### src/hdl/fvwf_pkg.sv
// Shared constants, types and register codes for the valid-window FIR filter.
`timescale 1ns / 1ps
package fvwf_pkg;

  localparam int MAX_TAPS_DEF    = 8;
  localparam int SAMPLE_BITS_DEF = 16;

  localparam int COEF_W        = 16;
  localparam int FILT_W        = 36;
  localparam int TAP_COUNT_W   = 4;
  localparam int CFG_DATA_W    = 64;
  localparam int CFG_IDX_W     = 2;
  localparam int COEF_PER_REG  = CFG_DATA_W / COEF_W;
  localparam int COEF_BANK_W   = 2 * CFG_DATA_W;

  localparam logic [CFG_IDX_W-1:0] REG_TAP_COUNT  = 2'd0;
  localparam logic [CFG_IDX_W-1:0] REG_COEF_LOW   = 2'd1;
  localparam logic [CFG_IDX_W-1:0] REG_COEF_HIGH  = 2'd2;

  localparam logic [TAP_COUNT_W-1:0] TAP_COUNT_RST = 4'd1;
  localparam logic [CFG_DATA_W-1:0]  COEF_LOW_RST  = 64'd16384;
  localparam logic [CFG_DATA_W-1:0]  COEF_HIGH_RST = 64'd0;

  localparam logic STATUS_OK       = 1'b0;
  localparam logic STATUS_TOO_LONG = 1'b1;

  typedef struct packed {
    logic valid;
    logic status;
    logic done;
  } ctl_t;

endpackage

### src/hdl/fvwf_cell.sv
// One window cell: holds a sample, passes it on and registers its product.
`timescale 1ns / 1ps
module fvwf_cell #(
  parameter int SAMPLE_BITS = fvwf_pkg::SAMPLE_BITS_DEF
) (
  input  logic                                clk,
  input  logic                                rst,
  input  logic                                load,
  input  logic signed [SAMPLE_BITS-1:0]       smp_in,
  input  logic signed [fvwf_pkg::COEF_W-1:0]  coef,
  output logic signed [SAMPLE_BITS-1:0]       smp_out,
  output logic signed [fvwf_pkg::FILT_W-1:0]  prod
);
  import fvwf_pkg::*;

  localparam int PROD_W = SAMPLE_BITS + COEF_W;

  logic signed [PROD_W-1:0] full;
  logic signed [FILT_W-1:0] prod_next;

  assign full = smp_in * coef;

  generate
    if (PROD_W >= FILT_W) begin : g_trunc
      assign prod_next = full[FILT_W-1:0];
    end else begin : g_ext
      assign prod_next = FILT_W'(full);
    end
  endgenerate

  always_ff @(posedge clk) begin
    if (rst) begin
      smp_out <= '0;
      prod    <= '0;
    end else if (load) begin
      smp_out <= smp_in;
      prod    <= prod_next;
    end
  end

endmodule

### config.mk
export PLATFORM = sky130hd
export DESIGN_NAME = fvwf_cell
export DESIGN_NICKNAME = d
export VERILOG_FILES = /design/src/hdl/fvwf_pkg.sv /design/src/hdl/fvwf_cell.sv
export SDC_FILE = /design/constraint.sdc
export NUM_CORES = 1
export LEC_CHECK = 0
export ABC_AREA = 1
export BUFFER_PORTS_ARGS = -buffer_cell sky130_fd_sc_hd__buf_2
export CAP_MARGIN = 25
export CELL_PAD_IN_SITES_DETAIL_PLACEMENT = 1
export CELL_PAD_IN_SITES_GLOBAL_PLACEMENT = 1
export CORE_MARGIN = 1
export CORE_UTILIZATION = 47
export CTS_CLUSTER_DIAMETER = 40
export DETAILED_ROUTE_END_ITERATION = 10
export PLACE_DENSITY = 0.84
export SYNTH_ARGS = -nofsm -noshare
export SYNTH_HDL_FRONTEND = slang
export SYNTH_SLANG_ARGS = --single-unit
### constraint.sdc
create_clock -name clk -period 8.4 [get_ports clk]
set_clock_uncertainty 0.2 [all_clocks]
set_input_delay 0.84 -clock clk [delete_from_list [all_inputs] [get_ports clk]]
set_output_delay 0.84 -clock clk [all_outputs]
set_load 0.01 [all_outputs]
; ---- After elaboration in Yosys (flattened, before gate mapping)
; Cells that the tools add are included.
[classes]
mul = 1
[ops]
columns = cell, n
row1 = 16-bit by 16-bit multiplier with 32-bit output, 1
[word_totals]
register_bits = 48
out_inout_bits = 52

; ---- Depth between registers and ports, before layout
; Gate-level depths: netlist of run 1.
[logic_depth]
depth_word = 1
depth_mapped = 28
depth_no_buf = 26

; ---- Worst setup path after synthesis of run 1
; OpenSTA, ideal clock, no wires.
[synth_timing]
path_kind = input port to flip-flop
start = input smp_in[15]
end = register, netlist name prod[31]
arrival_ns = 5.991
required_time_ns = 8.091
setup_slack_ns = 2.100
cell_stages = 23
cell_sequence = clkbuf_1 -> clkbuf_1 -> nand2_1 -> fa_1 -> inv_1 -> fa_1 -> inv_1 -> fa_1 -> fa_1 -> fa_1 -> fa_1 -> inv_1 -> ha_1 -> nand2_1 -> nor3_1 -> and2_1 -> nand2_1 -> nand2_1 -> inv_1 -> nand2_1 -> nand3_1 -> nand2_1 -> inv_1
[synth_via]
elab_chain_len = 1
[synth_lines]
columns = element, line
row1 = "start, declared", fvwf_cell.sv:9  ; input logic signed [SAMPLE_BITS-1:0] smp_in,
row2 = 16-bit by 16-bit multiplier with 32-bit output, fvwf_cell.sv:21  ; assign full = smp_in * coef;
; No other way between the ends.
; A chain may end at the register's enable or synchronous reset.

; ---- Worst setup path after layout of run 1
[layout_timing]
start = input coef[1] (netlist name)
end = register prod[30] (netlist name)
[layout_via]
elab_chain_len = 1
[layout_lines]
columns = element, line
row1 = "start, declared", fvwf_cell.sv:10  ; input logic signed [fvwf_pkg::COEF_W-1:0] coef,
row2 = 16-bit by 16-bit multiplier with 32-bit output, fvwf_cell.sv:21
row3 = "end signal, assigned", fvwf_cell.sv:37  ; prod <= prod_next;
row4 = "end, declared", fvwf_cell.sv:12  ; output logic signed [fvwf_pkg::FILT_W-1:0] prod
; No other way between the ends.

==> results.md, run 1 <==
- Status: finished clean
- 1st-pass router iterations: 5
- Largest area contributor in the netlist: fa_1
- Syn_nets: 2067
- Worst setup SP type: input port
- Post-DRT Antenna Nets: 0
- Synth Warn #: 0
- Post-synth EDFFs: 0
- GRT overflow: 0
- Root buffer cell: clkbuf_16
- Synthesized area: 12500 sq um
- Largest cells by area after synthesis: fa_1 (42%), inv_1 (15%), nand2_1 (13%), ha_1 (8.2%), dfxtp_1 (7.7%)
- CP Max Fanout: 16
- Vias in the first global route: 12022
- Element type at the critical path end: register
- Final setup fails: 0
- Clock slew at reported path FFs: 0.07 ns
- IO Pins: 87
- Clk sinks: 48
- HPWL after DPL: 31.0 mm
- R2r endpoint: prod[6]$_SDFFE_PP0P_
- Port Buffers: 86
- Avg Cell Area, Syn: 7.40 sq um
- Critical path type: input port to register
- DRT iter0 DRCs: 460
- Initial antenna violation count: 0
- Cts repair resizes: 0
- Postcts setup bufs: 0
- Final-report max-slew violation count: 0
- # hold bufs at CTS: 0
- Total of max-cap violations: 0
- Yosys reg bits: 48
- TritonCTS Buffers: 5
- Full die area: 27200 sq um
- Worst hold path startpoint: smp_out[7]$_SDFFE_PP0P_
- Fin nets: 2080
- Share of the synthesized area in the top cell type: 42.0%
- Most common cell in the netlist: inv_1
- Worst hold stages: 2
- GP Congestion: 0.914
- Register-to-Register Path Depth: 4
- Main synth FF type: dfxtp_1
- Worst reg2reg setup slack: 7.41 ns
- Worst-margin pin slew: 0.889 ns
- Tot GR Track Use: 29.9%
- Share of post-route cells with drive strength above 1: 6.17%
- Hold EP: smp_out[7]$_SDFFE_PP0P_
- Data arrival, critical path: 6.71 ns
- Largest net degree at the start of global routing: 62
- Register area share after synthesis: 7.70%
- Worst Path Required: 8.40 ns
- Mapped Cells: 1688
- Crit Reg-Reg Startpoint: prod[6]$_SDFFE_PP0P_
- ANT cells: 0
- Fin crit share: 79.8%
- Vias: 10505
- Final WS setup: 1.69 ns
- Distinct cells, synth: 34
- RSZ-0062 raised after global routing: false
- Die X: 165 um
- Final hold viol count: 0
- Pre-CTS setup slack: 1.42 ns
- Final TNS setup: 0 ns
- CORE AREA: 26100 sq um
- WL final: 37.7 mm
- Floorplan row count: 59
- CTS tree: built
- CTS max path bufs: 2
- Initial core utilization: 47.9%
- DIE HEIGHT: 165 um
- Placed cells: 2029
- Fin crit period: 6.71 ns
- Worst min path class: register to register
- Non-Filler Instances: 2037
- Area Growth Syn to Fin: 5.46%
- DR vias/cell: 5.16
- Max_slew headroom: 40.7%
- Worst-skew pair later-pin latency: 0.29 ns
- Routed length per instance: 18.5 um
- DR DRC count: 0
- First-pass GRT wire length: 61.8 mm
- Commonest cells post-synth: inv_1 (495), nand2_1 (439), fa_1 (262)
- H-tree levels: 2
- Fmax: 149 MHz
- Ys async rst share: 0%
-- cell usage in the layout (no fill, tap or decap), types with 2 or more instances in the layout --
| cell | instances |
|---|---|
| inv_1 | 495 |
| nor2_2 | 3 |
| o21bai_1 | 4 |
| clkbuf_16 | 5 |
| nand4_1 | 9 |
| xor2_1 | 14 |
| fa_1 | 262 |
| dfxtp_1 | 48 |
| or2_2 | 3 |
| a21oi_1 | 49 |
| a21o_1 | 2 |
| buf_4 | 2 |
| nand2_1 | 439 |
| nor2_1 | 103 |
| ha_1 | 82 |
| buf_2 | 86 |
| nand3_1 | 42 |
| o21a_1 | 2 |
| nand3b_1 | 4 |
| xnor2_1 | 2 |
| nor3_1 | 6 |
| o21ai_0 | 29 |
-- through the flow --
| step | hold slack [ns] | area (sq um) | util [%] |
|---|---|---|---|
| detailed placement | 0.255 | 13000 | 49.9 |
| CTS | 0.265 | 13200 | 50.5 |
| global route | 0.288 | 13200 | 50.5 |
| floorplan | 0.286 | 12500 | - |
| global placement | 0.246 | 13000 | 49.9 |
| finish | 0.263 | 13200 | 50.5 |
-- critical path, stage by stage --
cell,delay [ns]
buf_2,0.34
nand2_1,0.18
inv_1,0.15
fa_1,0.56
fa_1,0.87
inv_1,0.19
fa_1,0.55
fa_1,0.58
fa_1,0.43
fa_1,0.49
inv_1,0.05
ha_1,0.37
nand2_1,0.11
nor2_1,0.17
nand2_1,0.14
nor4_2,0.15
nand2_1,0.18
nand3_1,0.13
nand3_1,0.08
nand2_1,0.10
inv_1,0.04
-- kinds of logic (layout without fill, tap and decap cells) --
logic type | Yosys count | after routing | share of synthesized area [%]
AOI/OAI and AO/OA | 88 | 88 | 3.70
adders and majority gates | 344 | 344 | 50.2
buffers and inverters | 579 | 593 | 17.7
and+or+nand+nor | 613 | 613 | 19.5
DFF | 48 | 48 | 7.70
xor gates and xnor gates | 16 | 16 | 1.12
-- flip-flops by register name (all words and copies together), names as in the netlist --
signal,count
prod,32
smp_out,16
-- worst max path at each step --
stage                     from                    end  slack [ns]  depth (start not counted)
floorplan           smp_in[15]  prod[31]$_SDFFE_PP0P_        2.10                         23
global placement       coef[1]  prod[30]$_SDFFE_PP0P_        1.72                         21
detailed placement  smp_in[15]  prod[30]$_SDFFE_PP0P_        1.42                         21
CTS                 smp_in[15]  prod[30]$_SDFFE_PP0P_        1.72                         21
global route        smp_in[15]  prod[30]$_SDFFE_PP0P_        1.33                         21
finish                 coef[1]  prod[30]$_SDFFE_PP0P_        1.69                         21
-- cell type report --
cell class                      count  area (sq um)
Clock buffer                        6           129
Clock inverter                      2          35.0
Fill cell                        3400         12900
Inverter                          497          1870
Multi-Input combinational cell   1061          9310
Sequential cell                    48           961
Tap cell                          335           419
Timing Repair Buffer               88           445
-- metal layers --
metal	share of wire [%]	wire (um)	vias to the layer above	track usage [%]
li1	-	-	4769	-
met1	40	15000	5418	35.6
met2	53	20000	246	55.8
met3	3.8	1420	72	3.09
met4	3.3	1250	0	9.97
met5	0	0	-	0
Power of run 1 is left out: the tool's default activity adds up to more than one toggle a clock period on the data nets, which glitch-free logic cannot reach.
==> inputs of run 2 (changes only) <==
Clock period 8.4 ns to 6.95 ns, I/O delays scaled along.
==> results.md, run 2 (synthesis gave the netlist of run 1 again) <==
- Final hold viol count: 0
- Full die area: 27200 sq um
- Postcts setup bufs: 0
- DRT iter0 DRCs: 654
- Fin crit share: 93.1%
- Most flop-heavy register: prod
- Most frequent cells in the layout: inv_1 (495), nand2_1 (439), fa_1 (262), nor2_1 (103), buf_2 (86)
- Largest net degree at the start of global routing: 62
- CTS max path bufs: 2
- Root buffer cell: clkbuf_16
- DR vias/cell: 5.22
- Crit path from: smp_in[15]
- GP Congestion: 0.887
- R2r endpoint: prod[31]$_SDFFE_PP0P_
- GRT overflow: 0
- Biggest regs: prod (32), smp_out (16)
- Worst reg2reg setup slack: 6.01 ns
- Port Buffers: 86
- Fmax: 155 MHz
- Final-report max-slew violation count: 0
- # hold bufs at CTS: 0
- Total of max-cap violations: 0
- HPWL after DPL: 31.6 mm
- Critical Path Sink: prod[29]$_SDFFE_PP0P_
- Most common cell after layout, fill and taps aside: inv_1
- Worst-margin pin slew: 0.888 ns
- Max_slew headroom: 40.8%
- WL final: 38.5 mm
- Vias: 10678
- Area Growth Syn to Fin: 6.29%
- Initial core utilization: 47.9%
- DR DRC count: 0
- Worst setup SP type: input port
- Element type at the critical path end: register
- IO Pins: 87
- Met3 wire length: 1.83 mm
- CTS tree: built
- Post-DRT Antenna Nets: 0
- ANT cells: 0
- Met2 WL: 20.2 mm
- 1st-pass router iterations: 5
- Register-to-Register Path Depth: 4
- Final setup fails: 0
- Floorplan row count: 59
- Cts repair resizes: 0
- H-tree levels: 2
- DIE HEIGHT: 165 um
- Clock slew at reported path FFs: 0.07 ns
- Critical path type: input port to register
- Vias in the first global route: 12195
- Worst Path Required: 6.95 ns
- CORE AREA: 26100 sq um
- Final TNS setup: 0 ns
- TritonCTS Buffers: 5
- Fillers: 3370
- RSZ-0062 raised after global routing: false
- Final WS setup: 0.481 ns
- Die X: 165 um
- Status: finished clean
- Clk sinks: 48
- Pre-CTS setup slack: 0.207 ns
- Share of post-route cells with drive strength above 1: 6.78%
- Top Layer Used: met4
- Worst min path class: register to register
- Fin crit period: 6.47 ns
- Final hold slack: 0.259 ns
- Tot GR Track Use: 30.5%
- Initial antenna violation count: 0
- Crit Reg-Reg Startpoint: prod[31]$_SDFFE_PP0P_
- Data arrival, critical path: 6.47 ns
- Routed length per instance: 18.8 um
- First-pass GRT wire length: 62.9 mm
- Worst-skew pair later-pin latency: 0.29 ns
- Fin nets: 2091
- CP Max Fanout: 17
- Max FFs per register: 32
- WL met1: 15.0 mm
## run 2: per-stage QoR
step / instance area [sq um] / utilization, % / std cells
global route: 13300 / 50.9 / 2047
finish: 13300 / 50.9 / 2047
CTS: 13300 / 50.9 / 2047
global placement: 13100 / 50.2 / 2040
floorplan: 12500 / - / 1688
detailed placement: 13100 / 50.2 / 2040
## run 2: layout make-up
type,instances,area [sq um],share of cell area (%)
Tap cell,335,419,3.16
Clock buffer,5,125,0.943
Multi-Input combinational cell,1061,9310,70.2
Inverter,497,1870,14.1
Sequential cell,48,961,7.24
Clock inverter,2,60.1,0.453
Timing Repair Buffer,99,528,3.98
## run 2: worst max-delay path, cell delays in order
cell and delay [ns]:
buf_2 0.33, nand2_1 0.17, inv_1 0.15, fa_1 0.55
fa_1 0.88, inv_1 0.18, fa_1 0.52, inv_1 0.06
fa_1 0.42, inv_1 0.09, fa_1 0.44, fa_1 0.50
inv_1 0.06, ha_1 0.36, nand2_1 0.13, nor2_1 0.18
nand2_1 0.13, nor3_1 0.16, nand2_1 0.13, nand4_1 0.09
nand3_1 0.09, nand2_1 0.09, inv_1 0.04
## run 2: routing by layer
layer	vias up	global-route usage [%]
met5	-	0
met4	0	11.3
met3	110	3.57
met2	348	55.3
met1	5428	37.0
li1	4792	-
## run 2: how the worst min path moves through the flow
stage	depth (start not counted)	startpoint	endpoint	slack [ns]
CTS	2	smp_out[15]$_SDFFE_PP0P_	smp_out[15]$_SDFFE_PP0P_	0.26
global route	2	prod[3]$_SDFFE_PP0P_	prod[3]$_SDFFE_PP0P_	0.28
detailed placement	2	smp_out[15]$_SDFFE_PP0P_	smp_out[15]$_SDFFE_PP0P_	0.25
global placement	2	smp_out[1]$_SDFFE_PP0P_	smp_out[1]$_SDFFE_PP0P_	0.25
floorplan	2	prod[1]$_SDFFE_PP0P_	prod[1]$_SDFFE_PP0P_	0.29
finish	2	smp_out[15]$_SDFFE_PP0P_	smp_out[15]$_SDFFE_PP0P_	0.26
Power of run 2 is left out for the same reason.
